`config.mk`:
```
export PLATFORM = sky130hd
export DESIGN_NAME = command_echo_link_supervisor
export DESIGN_NICKNAME = d
export VERILOG_FILES = /design/src/sv/clsu_pkg.sv /design/src/sv/command_echo_link_supervisor.sv /design/src/sv/clsu_front.sv /design/src/sv/clsu_queue.sv /design/src/sv/clsu_back.sv
export SDC_FILE = /design/constraint.sdc
export NUM_CORES = 1
export LEC_CHECK = 0
export BUFFER_PORTS_ARGS = -buffer_cell sky130_fd_sc_hd__buf_2
export CORE_ASPECT_RATIO = 1.25
export CORE_UTILIZATION = 30
export CTS_BUF_LIST = sky130_fd_sc_hd__clkbuf_8
export DETAILED_ROUTE_END_ITERATION = 8
export GPL_ROUTABILITY_DRIVEN = 0
export PLACE_DENSITY = 0.54
export SYNTH_ARGS = -nofsm -noshare
export SYNTH_HDL_FRONTEND = slang
export SYNTH_SLANG_ARGS = --single-unit
```
`constraint.sdc`:
```
create_clock -name clk -period 10.9 [get_ports clk]
set_input_delay 1.635 -clock clk [delete_from_list [all_inputs] [get_ports clk]]
set_output_delay 1.635 -clock clk [all_outputs]
set_load 0.01 [all_outputs]
```
`src/sv/clsu_pkg.sv`:
```
`timescale 1ns / 1ps
// clsu_pkg: shared types, constants and the crc-16 helper for the command link supervisor
// used by every module of the block; depends on nothing

package clsu_pkg;

    localparam int unsigned Q_DEPTH  = 2;
    localparam int unsigned Q_PTR_W  = $clog2(Q_DEPTH);
    localparam int unsigned Q_CNT_W  = $clog2(Q_DEPTH + 1);

    localparam logic [15:0] CRC_POLY      = 16'hA001;
    localparam logic [15:0] CRC_INIT      = 16'h0000;
    localparam logic [7:0]  RX_GOOD_LEN   = 8'd4;
    localparam logic [7:0]  CMD_MASK      = 8'h7F | 8'h80;
    localparam int unsigned RX_STALL_BIT  = 8;
    localparam int unsigned RX_FULL_BIT   = 9;

    localparam logic [15:0] TIMEOUT_RESET = 16'd50;
    localparam logic [7:0]  LIMIT_RESET   = 8'd5;

    typedef enum logic [0:0] {
        REG_TIMEOUT_TICKS = 1'b0,
        REG_MISSED_LIMIT  = 1'b1
    } reg_index_t;

    typedef enum logic [1:0] {
        OP_SEND   = 2'd0,
        OP_PACKET = 2'd1,
        OP_TICK   = 2'd2,
        OP_NONE   = 2'd3
    } op_t;

    typedef struct packed {
        op_t         op;
        logic [7:0]  cmd;
        logic [15:0] crc;
        logic        rx_ok;
        logic        stall;
        logic        full;
    } entry_t;

    typedef struct packed {
        logic        tx_valid;
        logic [7:0]  tx_data;
        logic [15:0] tx_checksum;
        logic        ack_seen;
        logic        desync_light;
        logic        stall_light;
        logic        full_light;
        logic [7:0]  missed_count;
    } result_t;

    function automatic logic [15:0] crc_byte(input logic [15:0] crc_in, input logic [7:0] data);
        logic [15:0] crc;
        logic [7:0]  b;
        logic        fb;
        crc = crc_in;
        b   = data;
        for (int i = 0; i < 8; i++)
        begin
            fb  = crc[0] ^ b[0];
            crc = crc >> 1;
            if (fb)
            begin
                crc = crc ^ CRC_POLY;
            end
            b = b >> 1;
        end
        return crc;
    endfunction

    function automatic logic [15:0] crc_word(input logic [15:0] word);
        return crc_byte(crc_byte(CRC_INIT, word[7:0]), word[15:8]);
    endfunction

endpackage

```
`src/sv/command_echo_link_supervisor.sv`:
```
`timescale 1ns / 1ps
// command_echo_link_supervisor: top level of the command link supervisor
// instantiates clsu_front, clsu_queue and clsu_back; uses clsu_pkg

// Takes one item per clock while s_tready is high and returns exactly one result item
// for each, in order. Each item is first written into the two-entry queue behind the
// classifier and is then loaded into the output register of the execution stage, from
// which it is presented as the result item.
// The execution stage retires one item per cycle while the output side takes results;
// when the output stalls the queue fills and s_tready drops once it holds two items.
// Send items return the frame with its crc-16 (poly 0xA001, init 0, low byte first);
// every result reports the missed count and the desync, stall and full lights.
// Configuration writes (index 0 timeout_ticks, index 1 missed_limit) take effect at once
// and are expected while no item is in flight.

module command_echo_link_supervisor
    import clsu_pkg::*;
(
    input  logic        clk,
    input  logic        rst_n,
    input  logic        cfg_wr_en,
    input  logic [0:0]  cfg_index,
    input  logic [15:0] cfg_data,
    input  logic        s_tvalid,
    output logic        s_tready,
    input  logic [47:0] s_tdata,  // switches, rx_length, rx_data, rx_checksum
    input  logic [1:0]  s_tuser,  // operation
    output logic        m_tvalid,
    input  logic        m_tready,
    output logic [39:0] m_tdata,  // tx_data, tx_checksum, ack_seen, desync_light,
                                  // stall_light, full_light, missed_count, zero pad
    output logic [0:0]  m_tuser   // tx_valid
);

    entry_t  front_entry;
    entry_t  q_entry;
    logic    q_full;
    logic    q_valid;
    logic    q_pop;
    logic    in_accept;
    result_t result;

    assign s_tready  = !q_full;
    assign in_accept = s_tvalid && s_tready;

    clsu_front u_front (
        .operation   (s_tuser),
        .switches    (s_tdata[7:0]),
        .rx_length   (s_tdata[15:8]),
        .rx_data     (s_tdata[31:16]),
        .rx_checksum (s_tdata[47:32]),
        .entry       (front_entry)
    );

    clsu_queue u_queue (
        .clk      (clk),
        .rst_n    (rst_n),
        .wr_en    (in_accept),
        .wr_entry (front_entry),
        .full     (q_full),
        .rd_en    (q_pop),
        .rd_valid (q_valid),
        .rd_entry (q_entry)
    );

    clsu_back u_back (
        .clk        (clk),
        .rst_n      (rst_n),
        .cfg_wr_en  (cfg_wr_en),
        .cfg_index  (cfg_index),
        .cfg_data   (cfg_data),
        .q_valid    (q_valid),
        .q_entry    (q_entry),
        .q_pop      (q_pop),
        .out_valid  (m_tvalid),
        .out_ready  (m_tready),
        .out_result (result)
    );

    assign m_tuser = result.tx_valid;
    assign m_tdata = {4'h0, result.missed_count, result.full_light, result.stall_light,
                      result.desync_light, result.ack_seen, result.tx_checksum,
                      result.tx_data};

endmodule

```
`src/sv/clsu_front.sv`:
```
`timescale 1ns / 1ps
// clsu_front: accepts input items and classifies them into queue entries
// computes the crc of the outgoing command or checks the received packet; uses clsu_pkg

module clsu_front
    import clsu_pkg::*;
(
    input  logic [1:0]  operation,
    input  logic [7:0]  switches,
    input  logic [7:0]  rx_length,
    input  logic [15:0] rx_data,
    input  logic [15:0] rx_checksum,
    output entry_t      entry
);

    op_t         op;
    logic [15:0] crc_in;
    logic [15:0] crc_out;

    assign op      = op_t'(operation);
    assign crc_in  = (op == OP_SEND) ? {8'h00, switches & CMD_MASK} : rx_data;
    assign crc_out = crc_word(crc_in);

    always_comb
    begin
        entry       = '0;
        entry.op    = op;
        entry.crc   = crc_out;
        entry.stall = rx_data[RX_STALL_BIT];
        entry.full  = rx_data[RX_FULL_BIT];
        if (op == OP_SEND)
        begin
            entry.cmd = switches & CMD_MASK;
        end
        else
        begin
            entry.cmd = rx_data[7:0];
        end
        entry.rx_ok = (rx_length == RX_GOOD_LEN) && (crc_out == rx_checksum);
    end

endmodule

```
`src/sv/clsu_queue.sv`:
```
`timescale 1ns / 1ps
// clsu_queue: short register queue between the classifying front and the executing back
// holds classified entries; uses clsu_pkg

module clsu_queue
    import clsu_pkg::*;
(
    input  logic   clk,
    input  logic   rst_n,
    input  logic   wr_en,
    input  entry_t wr_entry,
    output logic   full,
    input  logic   rd_en,
    output logic   rd_valid,
    output entry_t rd_entry
);

    entry_t               slot_reg [Q_DEPTH];
    logic [Q_PTR_W-1:0]   wr_ptr_reg;
    logic [Q_PTR_W-1:0]   rd_ptr_reg;
    logic [Q_CNT_W-1:0]   count_reg;
    logic [Q_PTR_W-1:0]   wr_ptr_next;
    logic [Q_PTR_W-1:0]   rd_ptr_next;
    logic [Q_CNT_W-1:0]   count_next;

    assign full     = (count_reg == Q_CNT_W'(Q_DEPTH));
    assign rd_valid = (count_reg != '0);
    assign rd_entry = slot_reg[rd_ptr_reg];

    always_comb
    begin
        wr_ptr_next = wr_ptr_reg;
        rd_ptr_next = rd_ptr_reg;
        count_next  = count_reg;
        if (wr_en)
        begin
            wr_ptr_next = (wr_ptr_reg == Q_PTR_W'(Q_DEPTH - 1)) ? '0 : wr_ptr_reg + 1'b1;
        end
        if (rd_en)
        begin
            rd_ptr_next = (rd_ptr_reg == Q_PTR_W'(Q_DEPTH - 1)) ? '0 : rd_ptr_reg + 1'b1;
        end
        if (wr_en && !rd_en)
        begin
            count_next = count_reg + 1'b1;
        end
        else if (!wr_en && rd_en)
        begin
            count_next = count_reg - 1'b1;
        end
    end

    always_ff @(posedge clk or negedge rst_n)
    begin
        if (!rst_n)
        begin
            wr_ptr_reg <= '0;
            rd_ptr_reg <= '0;
            count_reg  <= '0;
        end
        else
        begin
            wr_ptr_reg <= wr_ptr_next;
            rd_ptr_reg <= rd_ptr_next;
            count_reg  <= count_next;
        end
    end

    always_ff @(posedge clk)
    begin
        if (wr_en)
        begin
            slot_reg[wr_ptr_reg] <= wr_entry;
        end
    end

endmodule

```
`src/sv/clsu_back.sv`:
```
`timescale 1ns / 1ps
// clsu_back: executes queued entries against the link state and registers the result item
// holds the configuration registers and window, miss and light state; uses clsu_pkg

module clsu_back
    import clsu_pkg::*;
(
    input  logic        clk,
    input  logic        rst_n,
    input  logic        cfg_wr_en,
    input  logic [0:0]  cfg_index,
    input  logic [15:0] cfg_data,
    input  logic        q_valid,
    input  entry_t      q_entry,
    output logic        q_pop,
    output logic        out_valid,
    input  logic        out_ready,
    output result_t     out_result
);

    logic [15:0] timeout_ticks_reg;
    logic [7:0]  missed_limit_reg;
    logic [7:0]  last_command_reg;
    logic        window_open_reg;
    logic [15:0] window_ticks_reg;
    logic [7:0]  misses_reg;
    logic        desync_reg;
    logic        stall_reg;
    logic        full_reg;
    logic        out_valid_reg;
    result_t     out_result_reg;

    logic [7:0]  last_command_next;
    logic        window_open_next;
    logic [15:0] window_ticks_next;
    logic [7:0]  misses_next;
    logic        desync_next;
    logic        stall_next;
    logic        full_next;
    logic        out_valid_next;
    result_t     result;

    logic [7:0]  misses_inc;
    logic        desync_on_miss;
    logic [15:0] ticks_inc;

    assign q_pop      = q_valid && (!out_valid_reg || out_ready);
    assign out_valid  = out_valid_reg;
    assign out_result = out_result_reg;

    assign misses_inc     = (misses_reg == 8'hFF) ? misses_reg : misses_reg + 8'd1;
    assign desync_on_miss = desync_reg || (misses_inc >= missed_limit_reg);
    assign ticks_inc      = (window_ticks_reg == 16'hFFFF) ? window_ticks_reg
                                                           : window_ticks_reg + 16'd1;

    always_comb
    begin
        last_command_next = last_command_reg;
        window_open_next  = window_open_reg;
        window_ticks_next = window_ticks_reg;
        misses_next       = misses_reg;
        desync_next       = desync_reg;
        stall_next        = stall_reg;
        full_next         = full_reg;
        result            = '0;
        unique case (q_entry.op)
            OP_SEND:
            begin
                if (window_open_reg)
                begin
                    misses_next = misses_inc;
                    desync_next = desync_on_miss;
                end
                last_command_next  = q_entry.cmd;
                window_open_next   = 1'b1;
                window_ticks_next  = '0;
                result.tx_valid    = 1'b1;
                result.tx_data     = q_entry.cmd;
                result.tx_checksum = q_entry.crc;
            end
            OP_PACKET:
            begin
                if (window_open_reg && q_entry.rx_ok && (q_entry.cmd == last_command_reg))
                begin
                    result.ack_seen   = 1'b1;
                    window_open_next  = 1'b0;
                    window_ticks_next = '0;
                    misses_next       = '0;
                    desync_next       = 1'b0;
                    stall_next        = q_entry.stall;
                    full_next         = q_entry.full;
                end
            end
            OP_TICK:
            begin
                if (window_open_reg)
                begin
                    window_ticks_next = ticks_inc;
                    if (ticks_inc >= timeout_ticks_reg)
                    begin
                        window_open_next  = 1'b0;
                        window_ticks_next = '0;
                        misses_next       = misses_inc;
                        desync_next       = desync_on_miss;
                    end
                end
            end
            default:
            begin
            end
        endcase
        result.desync_light = desync_next;
        result.stall_light  = stall_next;
        result.full_light   = full_next;
        result.missed_count = misses_next;
        out_valid_next      = q_pop || (out_valid_reg && !out_ready);
    end

    always_ff @(posedge clk or negedge rst_n)
    begin
        if (!rst_n)
        begin
            timeout_ticks_reg <= TIMEOUT_RESET;
            missed_limit_reg  <= LIMIT_RESET;
            last_command_reg  <= '0;
            window_open_reg   <= 1'b0;
            window_ticks_reg  <= '0;
            misses_reg        <= '0;
            desync_reg        <= 1'b0;
            stall_reg         <= 1'b0;
            full_reg          <= 1'b0;
            out_valid_reg     <= 1'b0;
        end
        else
        begin
            if (cfg_wr_en)
            begin
                unique case (reg_index_t'(cfg_index))
                    REG_TIMEOUT_TICKS: timeout_ticks_reg <= cfg_data;
                    REG_MISSED_LIMIT:  missed_limit_reg  <= cfg_data[7:0];
                    default:
                    begin
                    end
                endcase
            end
            if (q_pop)
            begin
                last_command_reg <= last_command_next;
                window_open_reg  <= window_open_next;
                window_ticks_reg <= window_ticks_next;
                misses_reg       <= misses_next;
                desync_reg       <= desync_next;
                stall_reg        <= stall_next;
                full_reg         <= full_next;
            end
            out_valid_reg <= out_valid_next;
        end
    end

    always_ff @(posedge clk)
    begin
        if (q_pop)
        begin
            out_result_reg <= result;
        end
    end

endmodule

```
; ---- Word-level counts from Yosys, hierarchy flattened
; Memory sizes are Yosys's and may differ from the RTL's.
; Cells that the tools add are included.
[word_totals]
regBits = 102
ramBits = 58
output_inout_bits = 43
n_memories = 1
[op_classes]
n_addsub = 6
magnitude_cmp = 2
eq_ne = 10
n_mux = 50
bitwise = 31
n_reduce_logical = 26
[mem_list]
columns = name, words, word_bits, read_ports, rd_ports_with_merged_regs, write_ports, line
row1 = u_queue.slot_reg, 2, 29, 1, 0, 1, clsu_queue.sv:18  ; entry_t slot_reg [Q_DEPTH];
[ops]
columns = cell, n
row1 = 16-bit two-way mux, 21
row2 = 8-bit two-way mux, 6
row3 = 16-bit one-hot mux with 3 select lines, 1
row4 = 2-bit inverter with 3-bit output, 15
row5 = 25-bit two-way mux, 1
row6 = 8-bit one-hot mux with 3 select lines, 1
row7 = 16-bit by 1-bit adder with 16-bit output (second input constant), 1
row8 = 16-bit equality test, 1
row9 = 16-bit equality test (second input constant), 1
row10 = 16-bit >= comparator, 1
row11 = 1-bit two-way mux, 16
row12 = 1-bit bitwise XOR, 15
row13 = 8-bit by 1-bit adder with 8-bit output (second input constant), 1
row14 = 8-bit by 3-bit equality test with 1-bit output (second input constant), 1
row15 = 8-bit equality test, 1
row16 = 8-bit equality test (second input constant), 1
row17 = 8-bit >= comparator, 1
row18 = 1-bit logical AND, 8
row19 = 1-bit one-hot mux with 3 select lines, 2
row20 = 2-bit AND reduction, 3
row21 = 1-bit logical NOT, 5
row22 = 2-bit equality test (second input constant), 2
row23 = 2-bit logical NOT, 2
row24 = 2-bit two-way mux, 2
row25 = 11 further kinds, 16

; ---- Logic depth before layout (Yosys ltp)
; Gate-level depths: netlist (run 1).
[logic_depth]
word_depth = 35
depth_mapped = 17
ltp_nobuf = 14

; ---- Modules after synthesis
; A second synthesis (run 1) with hierarchy kept.
[unflattened]
hier_cells = 819
area_unflattened_um2 = 9145.0
[modules_own_cells]
columns = module, n_inst, cells_each, area_each_um2
row1 = clsu_back, 1, 559, 5689.2
row2 = clsu_queue, 1, 106, 2399.8
row3 = clsu_front, 1, 147, 1012.2
row4 = command_echo_link_supervisor, 1, 7, 43.8

; ---- Worst setup path after synthesis (run 1)
; No wires, ideal clock.
[synth_path]
path_type = reg-to-reg
startpoint = reg u_back.window_ticks_reg[3]
endpoint = reg u_back.out_result_reg, in the netlist u_back.out_result[0] (data pin)
setup_time_ps = 256
t_arrival_ps = 3806
required_time_ps = 10644
setup_slack_ps = 6838
path_stages_with_launch = 17
n_path_buf = 3
path_cell_list = dfrtp_1 > clkbuf_1 > and4_1 > nand3_1 > or4_1 > clkbuf_1 > nand2b_1 > clkbuf_1 > nor2_1 > xor2_1 > ha_1 > a2111o_1 > a31oi_1 > o21ai_0 > a21boi_1 > nor3_1 > o22a_1
[synth_via]
elab_chain_cells = 6
[synth_rtl]
columns = item, line
row1 = "start, declared", clsu_back.sv:25  ; logic [15:0] window_ticks_reg;
row2 = "start signal, assigned", clsu_back.sv:150  ; window_ticks_reg <= window_ticks_next;
row3 = 16-bit by 1-bit adder with 16-bit output / 16-bit equality test (equally long branches), "clsu_back.sv:54, clsu_back.sv:53"
row4 = 16-bit two-way mux (*), clsu_back.sv:53  ; assign ticks_inc = (window_ticks_reg == 16'hFFFF) ? window_ticks_reg
row5 = 16-bit >= comparator (*), clsu_back.sv:99  ; if (ticks_inc >= timeout_ticks_reg)
row6 = 8-bit two-way mux (*), clsu_back.sv:99
row7 = 8-bit two-way mux (*), clsu_back.sv:96  ; if (window_open_reg)
row8 = 8-bit one-hot mux with 3 select lines (*), clsu_back.sv:66  ; unique case (q_entry.op)
row9 = via u_back.misses_next[0], clsu_back.sv:36  ; logic [7:0] misses_next;
row10 = "end signal, assigned", clsu_back.sv:164  ; out_result_reg <= result;
row11 = "end, declared", clsu_back.sv:31  ; result_t out_result_reg;
; The timed path passes the listed nets; every way through them passes the cells marked *.
; A chain may end at the register's enable or synchronous reset.

; ---- Worst setup path in the final report (run 1)
[layout_path]
startpoint = reg u_back.window_ticks_reg[3]
endpoint = reg u_back.window_ticks_reg[1]
[layout_via]
elab_chain_cells = 6
[layout_rtl]
columns = item, line
row1 = 16-bit by 1-bit adder with 16-bit output / 16-bit equality test (equally long branches), "clsu_back.sv:54, clsu_back.sv:53"
row2 = 16-bit two-way mux (*), clsu_back.sv:53
row3 = 16-bit >= comparator, clsu_back.sv:99
row4 = 16-bit two-way mux (*), clsu_back.sv:99
row5 = 16-bit two-way mux (*), clsu_back.sv:96
row6 = 16-bit one-hot mux with 3 select lines (*), clsu_back.sv:66
; Mark *: on every way between the ends. The rest lies on a longest branch, timed or not. The select of a mux whose other input is x is not followed.

==> qor.json, run 1 <==
{
  "worst_setup_path_startpoint": "u_back.window_ticks_reg[3]",
  "core-area_sq_um": 27700,
  "io-pin-count": 115,
  "synth_top_area_frac": 0.338,
  "htree_num_levels": 4,
  "crit_arrival_ns": 4.89,
  "worst_r2r_startpoint": "u_back.window_ticks_reg[3]",
  "timing.setup.critical_path_class": "reg -> reg",
  "drt_pass1_iterations": 7,
  "routed-via-count": 6120,
  "clk_transition_reported_paths_ns": 0.10,
  "vdd_ir_drop_max_mv": 0.102,
  "synth_area_leaders": "sky130_fd_sc_hd__edfxtp_1 34%, sky130_fd_sc_hd__dfrtp_1 18%, sky130_fd_sc_hd__xnor2_1 4.6%, sky130_fd_sc_hd__ha_1 4.0%, sky130_fd_sc_hd__mux2i_1 3.6%",
  "timing.setup.tns_ns": 0,
  "grt_max_degree": 66,
  "detail-route-antenna-nets": 0,
  "ys_dominant_reg_cell": "sky130_fd_sc_hd__edfxtp_1",
  "placedCellCount": 1217,
  "total_leakage_power_nw": 4.09,
  "insertion_delay_ns": 0.47,
  "power.density_nw_per_um2": 225,
  "avgSynthCellArea_sq_um": 10.8,
  "clk_path_buf_depth": 2,
  "hold_class": "reg -> reg",
  "detailedRoute.firstIterationViolations": 323,
  "clockRootBuffer": "sky130_fd_sc_hd__clkbuf_8",
  "finalWirelength_mm": 20.0,
  "global_route.overflow_total": 0,
  "route.detailed.vias_per_inst": 4.90,
  "netlist_top_cells_count": "95 x sky130_fd_sc_hd__edfxtp_1, 73 x sky130_fd_sc_hd__nand2_1, 70 x sky130_fd_sc_hd__nor2_1",
  "diodes": 0,
  "setup-violations-final": 0,
  "design_area_sq_um": 9770,
  "holdBufCountCts": 0,
  "synthCells": 779,
  "grt_pass1_vias": 5991,
  "cts_setup_buffers": 0,
  "grt_first_pass_wirelength_mm": 32.0,
  "final-seq-area_sq_um": 4490,
  "stdcell_count": 1249,
  "timing.hold.worst.start": "u_back.missed_limit_reg[6]",
  "cts_tree": "yes",
  "synth.yosys.seq_area_share": 0.531,
  "critical_path.startpoint_type": "flip-flop",
  "synth_seq_cells": 160,
  "cts_made_buffers": 17,
  "antenna_found_initial": 0,
  "totalPowerFinal_mw": 2.20,
  "floorplan.die_area_sq_um": 28800,
  "rows": 68,
  "tightest_slew_ns": 1.10,
  "achievable-frequency_ghz": 0.221,
  "share_of_final_layout_standard_cells_stronger_than_drive_strength_1": 0.208,
  "final_nets": 985,
  "worst_ep_required_time_ns": 11.26,
  "number_of_pins_with_negative_max_slew_slack_in_the_final_report": 0,
  "synthToLayoutAreaGrowth_pct": 15.8,
  "final.period_utilization": 0.416,
  "clkSinkCount": 160,
  "cp_max_fo": 12,
  "clock-skew-final_ns": 0.0166,
  "cts.repair.resized": 0,
  "multi_input_area_sq_um": 3670,
  "floorplan.die.width_microns": 152,
  "report.final.hold_viol_count": 0,
  "synth_enable_flop_cells": 95,
  "post-synth-top-count-cell": "sky130_fd_sc_hd__edfxtp_1",
  "die_y_microns": 190,
  "outcome": "complete, but fails checks",
  "largest_register_ff_count": 58,
  "failed_checks": "design-rule violations",
  "avgRoutedWirePerCell_microns": 16.0,
  "fill_cells": 2757,
  "dpl.hpwl_mm": 14.6,
  "grtUsageTotal": 0.143,
  "mappedNetlistArea_sq_um": 8440,
  "grt_setup_unrepaired": "no",
  "detail_route.drc_violations": 12,
  "timing.max_slew.rel_slack": 0.263,
  "synth_top_cell_by_area": "sky130_fd_sc_hd__edfxtp_1",
  "placed_area_sq_um": 9360,
  "synthesis.yosys.warnings": 0,
  "numPortBuffers": 110,
  "async_flop_share": 0.406,
  "category_of_the_worst_setup_path_capture_point": "flip-flop",
  "drv_cap": 0,
  "netlist-cell-type-count": 68,
  "initial_core_util": 0.305,
  "finalCriticalPeriod_ns": 4.53
}
## worst max-delay path, cell delays in order, from the launching register on
cell,delay [ns]
sky130_fd_sc_hd__dfrtp_1,0.49
sky130_fd_sc_hd__and4_1,0.26
sky130_fd_sc_hd__nand3_1,0.22
sky130_fd_sc_hd__or4_1,0.75
sky130_fd_sc_hd__nand2b_1,0.31
sky130_fd_sc_hd__nor2_1,0.11
sky130_fd_sc_hd__xor2_1,0.16
sky130_fd_sc_hd__ha_1,0.27
sky130_fd_sc_hd__o21ai_0,0.07
sky130_fd_sc_hd__a21oi_1,0.34
sky130_fd_sc_hd__inv_1,0.10
sky130_fd_sc_hd__o21ai_1,0.86
sky130_fd_sc_hd__nor2_4,0.15
sky130_fd_sc_hd__a32o_1,0.32
## cells in the final DEF (no fill, tap or decap), types with 4 or more instances in the layout
master / instances
sky130_fd_sc_hd__buf_4: 8
sky130_fd_sc_hd__dfstp_2: 5
sky130_fd_sc_hd__nand3_1: 24
sky130_fd_sc_hd__clkbuf_8: 18
sky130_fd_sc_hd__nor2_1: 69
sky130_fd_sc_hd__mux2_2: 14
sky130_fd_sc_hd__a22o_1: 8
sky130_fd_sc_hd__a21o_1: 7
sky130_fd_sc_hd__buf_2: 110
sky130_fd_sc_hd__conb_1: 4
sky130_fd_sc_hd__dfrtp_1: 59
sky130_fd_sc_hd__ha_1: 27
sky130_fd_sc_hd__inv_6: 4
sky130_fd_sc_hd__nand2b_1: 11
sky130_fd_sc_hd__inv_8: 4
sky130_fd_sc_hd__a21oi_1: 33
sky130_fd_sc_hd__edfxtp_1: 95
sky130_fd_sc_hd__inv_1: 41
sky130_fd_sc_hd__a31oi_1: 6
sky130_fd_sc_hd__mux2i_1: 30
sky130_fd_sc_hd__o211ai_1: 10
sky130_fd_sc_hd__mux2i_2: 5
sky130_fd_sc_hd__xnor2_1: 44
sky130_fd_sc_hd__xor2_1: 26
sky130_fd_sc_hd__nand2_1: 73
sky130_fd_sc_hd__nand4_1: 5
sky130_fd_sc_hd__o21a_1: 6
sky130_fd_sc_hd__and3_1: 7
sky130_fd_sc_hd__o21ai_1: 15
sky130_fd_sc_hd__o21ai_0: 39
sky130_fd_sc_hd__nor3_1: 18
sky130_fd_sc_hd__nor4_1: 6
## cell type report
cell class	count	area share
Clock buffer	18	0.0253
Clock inverter	14	0.0170
Inverter	42	0.0161
Multi-Input combinational cell	547	0.375
Sequential cell	160	0.459
Tap cell	350	0.0448
Timing Repair Buffer	118	0.0625
## where the power goes
part           switching, mW  internal, mW  leakage, nW
Sequential            0.0870         0.864         1.72
Clock                  0.260         0.200        0.204
Combinational          0.487         0.298         2.17
## metal layers
metal  global-route usage  vias to the layer above  routed length, microns
li1                     -                     3003                       -
met1                0.175                     2952                    8730
met2                0.255                      139                   10200
met3               0.0232                       26                     588
met4               0.0498                        0                     405
met5                    0                        -                       0
## cell families after synthesis
kind of cell	count (synthesis)	synth area share
AOI/OAI and AO/OA	155	0.118
buffers and inverters	75	0.0364
muxes	50	0.0637
other	1	0.000444
and+or+nand+nor	239	0.133
adders and majority gates	27	0.0400
DFF	160	0.531
xor gates and xnor gates	72	0.0772
## stage by stage
stage / worst slack [ns] / utilization / hold WS, ns
floorplan: 6.84 / - / 0.461
global placement: 6.47 / 0.339 / 0.488
detailed placement: 6.28 / 0.339 / 0.498
CTS: 6.40 / 0.353 / 0.520
global route: 5.98 / 0.353 / 0.544
finish: 6.37 / 0.353 / 0.515
## path summary, 6_finish.rpt
| kind | slack, ns | end | cells after the start |
|---|---|---|---|
| setup / recovery | 6.37 | u_back.window_ticks_reg[1] | 13 |
| hold / removal | 0.52 | u_back.missed_limit_reg[6] | 1 |
| setup reg to reg | 6.37 | u_back.window_ticks_reg[1] | 13 |
| hold reg to reg | 0.52 | u_back.missed_limit_reg[6] | 1 |
| max in group asynchronous | 8.87 | u_queue.rd_ptr_reg | 2 |
| min in group asynchronous | 1.37 | u_back.timeout_ticks_reg[0] | 2 |
Power figures use the tool's default switching activity.
==> run 2: changes to the inputs <==
Settings changed: ABC_AREA set to 1.
Clock period 10.9 ns to 4.5 ns, I/O delays scaled along.
==> run 2 against run 1 <==
- the run now ends clean
- critical endpoint is now u_back.out_result[7]
- final cell count grew 17%
- sequential power grew 140%
- die area grew 2.7%
- critical path depth grew 16
- clock power grew 120%
==> qor.json, run 2 <==
{
  "timing.setup.tns_ns": 0,
  "synth_area_leaders": "sky130_fd_sc_hd__edfxtp_1 33%, sky130_fd_sc_hd__dfrtp_1 17%, sky130_fd_sc_hd__nand2_1 8.3%, sky130_fd_sc_hd__inv_1 7.1%, sky130_fd_sc_hd__ha_1 3.9%",
  "finalCriticalPeriod_ns": 4.03,
  "timing.max_slew.rel_slack": 0.343,
  "synth_enable_flop_cells": 95,
  "diodes": 0,
  "grt_max_degree": 38,
  "cts_made_buffers": 17,
  "clockRootBuffer": "sky130_fd_sc_hd__clkbuf_8",
  "setup-violations-final": 0,
  "route.detailed.vias_per_inst": 4.59,
  "cp_max_fo": 6,
  "clock-skew-final_ns": 0.0151,
  "largest_register_ff_count": 58,
  "synthToLayoutAreaGrowth_pct": 16.5,
  "rows": 69,
  "numPortBuffers": 110,
  "drv_cap": 0,
  "detailedRoute.firstIterationViolations": 380,
  "finalWirelength_mm": 20.0,
  "timing.hold.ws_ns": 0.296,
  "holdBufCountCts": 0,
  "netlist_top_cells_count": "192 x sky130_fd_sc_hd__nand2_1, 164 x sky130_fd_sc_hd__inv_1, 95 x sky130_fd_sc_hd__edfxtp_1",
  "grt_first_pass_wirelength_mm": 32.6,
  "setup_ws_ns": 0.466,
  "power.density_nw_per_um2": 535,
  "vdd_ir_drop_max_mv": 0.193,
  "layout_common_cells": "190 x sky130_fd_sc_hd__nand2_1, 161 x sky130_fd_sc_hd__inv_1, 110 x sky130_fd_sc_hd__buf_2, 95 x sky130_fd_sc_hd__edfxtp_1, 61 x sky130_fd_sc_hd__nor2_1",
  "avgSynthCellArea_sq_um": 8.96,
  "cp_top_family": "simple AND/OR/NAND/NOR gates",
  "antenna_found_initial": 0,
  "drt_pass1_iterations": 6,
  "worstRegToRegCells": 29,
  "placedCellCount": 1426,
  "synth.yosys.seq_area_share": 0.517,
  "synthCells": 968,
  "synthesis.yosys.warnings": 0,
  "worst_r2r_startpoint": "u_back.window_ticks_reg[0]",
  "avgRoutedWirePerCell_microns": 13.7,
  "synth_top_cell_by_area": "sky130_fd_sc_hd__edfxtp_1",
  "crit_arrival_ns": 4.25,
  "timing.critical_path.buf_inv": 9,
  "critical_path.startpoint_type": "flip-flop",
  "category_of_the_worst_setup_path_capture_point": "flip-flop",
  "regToRegSetupSlack_ns": 0.47,
  "share_of_final_layout_standard_cells_stronger_than_drive_strength_1": 0.210,
  "worst_path_most_repeated_cell": "sky130_fd_sc_hd__inv_1",
  "report.final.hold_viol_count": 0,
  "number_of_pins_with_negative_max_slew_slack_in_the_final_report": 0,
  "final_nets": 1190,
  "final.period_utilization": 0.896,
  "place_worst_setup_slack_ns": 0.238,
  "core-area_sq_um": 28400,
  "clkSinkCount": 160,
  "grt_setup_unrepaired": "no",
  "floorplan.die.width_microns": 154,
  "achievable-frequency_ghz": 0.248,
  "clk_path_buf_depth": 2,
  "outcome": "complete, no violations",
  "detail_route.drc_violations": 0,
  "die_y_microns": 192,
  "worst_ep_required_time_ns": 4.71,
  "netlist-cell-type-count": 41,
  "hold_class": "in -> async",
  "final_core_utilization": 0.356,
  "cts_tree": "yes",
  "post-synth-top-count-cell": "sky130_fd_sc_hd__nand2_1",
  "initial_core_util": 0.305,
  "insertion_delay_ns": 0.46,
  "htree_num_levels": 4,
  "timing.setup.critical_path_class": "reg -> reg",
  "synth_seq_cells": 160,
  "mappedNetlistArea_sq_um": 8680,
  "synth_top_area_frac": 0.329,
  "cpPeakStageDelay_ns": 0.36,
  "routed-via-count": 6702,
  "grt_pass1_vias": 6528,
  "stdcell_count": 1459,
  "crit_slowest_cell": "sky130_fd_sc_hd__dfrtp_1",
  "reg_to_reg_endpoint": "u_back.out_result[7]",
  "dpl.hpwl_mm": 15.1,
  "grtUsageTotal": 0.142,
  "detail-route-antenna-nets": 0,
  "ys_dominant_reg_cell": "sky130_fd_sc_hd__edfxtp_1",
  "mostFrequentLayoutCell": "sky130_fd_sc_hd__nand2_1",
  "tightest_slew_ns": 0.983,
  "io-pin-count": 115,
  "floorplan.die_area_sq_um": 29600,
  "async_flop_share": 0.406,
  "total_leakage_power_nw": 4.67,
  "clk_transition_reported_paths_ns": 0.10,
  "global_route.overflow_total": 0
}
==> run 2: layer usage <==
layer / GRT usage / share of wire
met1: 0.160 / 0.42
met5: 0 / 0
met4: 0.0450 / 0.014
met3: 0.0273 / 0.035
met2: 0.266 / 0.53
==> run 2: worst max-delay path by stage <==
| stage | slack [ns] | cells after the start | from | end |
|---|---|---|---|---|
| 2_1_floorplan | 0.61 | 31 | u_back.window_ticks_reg[0] | u_back.misses_reg[4] |
| 3_3_place_gp | 0.39 | 28 | u_back.window_ticks_reg[0] | u_back.out_result[0] |
| 3_5_place_dp | 0.24 | 31 | u_back.window_ticks_reg[0] | u_back.misses_reg[4] |
| 4_1_cts | 0.20 | 31 | u_back.window_ticks_reg[0] | u_back.misses_reg[4] |
| 5_1_grt | 0.007 | 29 | u_back.window_ticks_reg[0] | u_back.out_result[5] |
| 6_report | 0.47 | 29 | u_back.window_ticks_reg[0] | u_back.out_result[7] |
==> run 2: metrics by stage <==
stage               cell area (sq um)  power, mW
floorplan                        8690       3.73
global placement                 9670       4.41
detailed placement               9670       4.45
CTS                             10000       5.48
global route                    10100       5.85
finish                          10100       5.41
==> run 2: cells by family after synthesis <==
family,Yosys count,synth area share
xor+xnor,35,0.0371
compound gates,167,0.108
simple gates,374,0.199
buf+inv,194,0.0881
mux,10,0.0115
other cells,1,0.000432
fa+ha+maj,27,0.0389
flops,160,0.517
==> run 2: where the power goes <==
group          internal, mW  switching (mW)
sequential             2.10           0.215
combinational         0.727            1.35
clock                 0.409           0.608
==> run 2: repair_timing <==
item,4_1_cts,5_1_grt
resized for setup,0,15
setup endpoints to repair,0,33
buffers inserted,0,1
==> run 2: layout make-up <==
type,instances,area (sq um)
Timing Repair Buffer,127,678
Clock buffer,17,234
Tap cell,355,444
Fill cell,2910,18300
Sequential cell,160,4490
Clock inverter,15,135
Inverter,168,631
Multi-Input combinational cell,617,3500
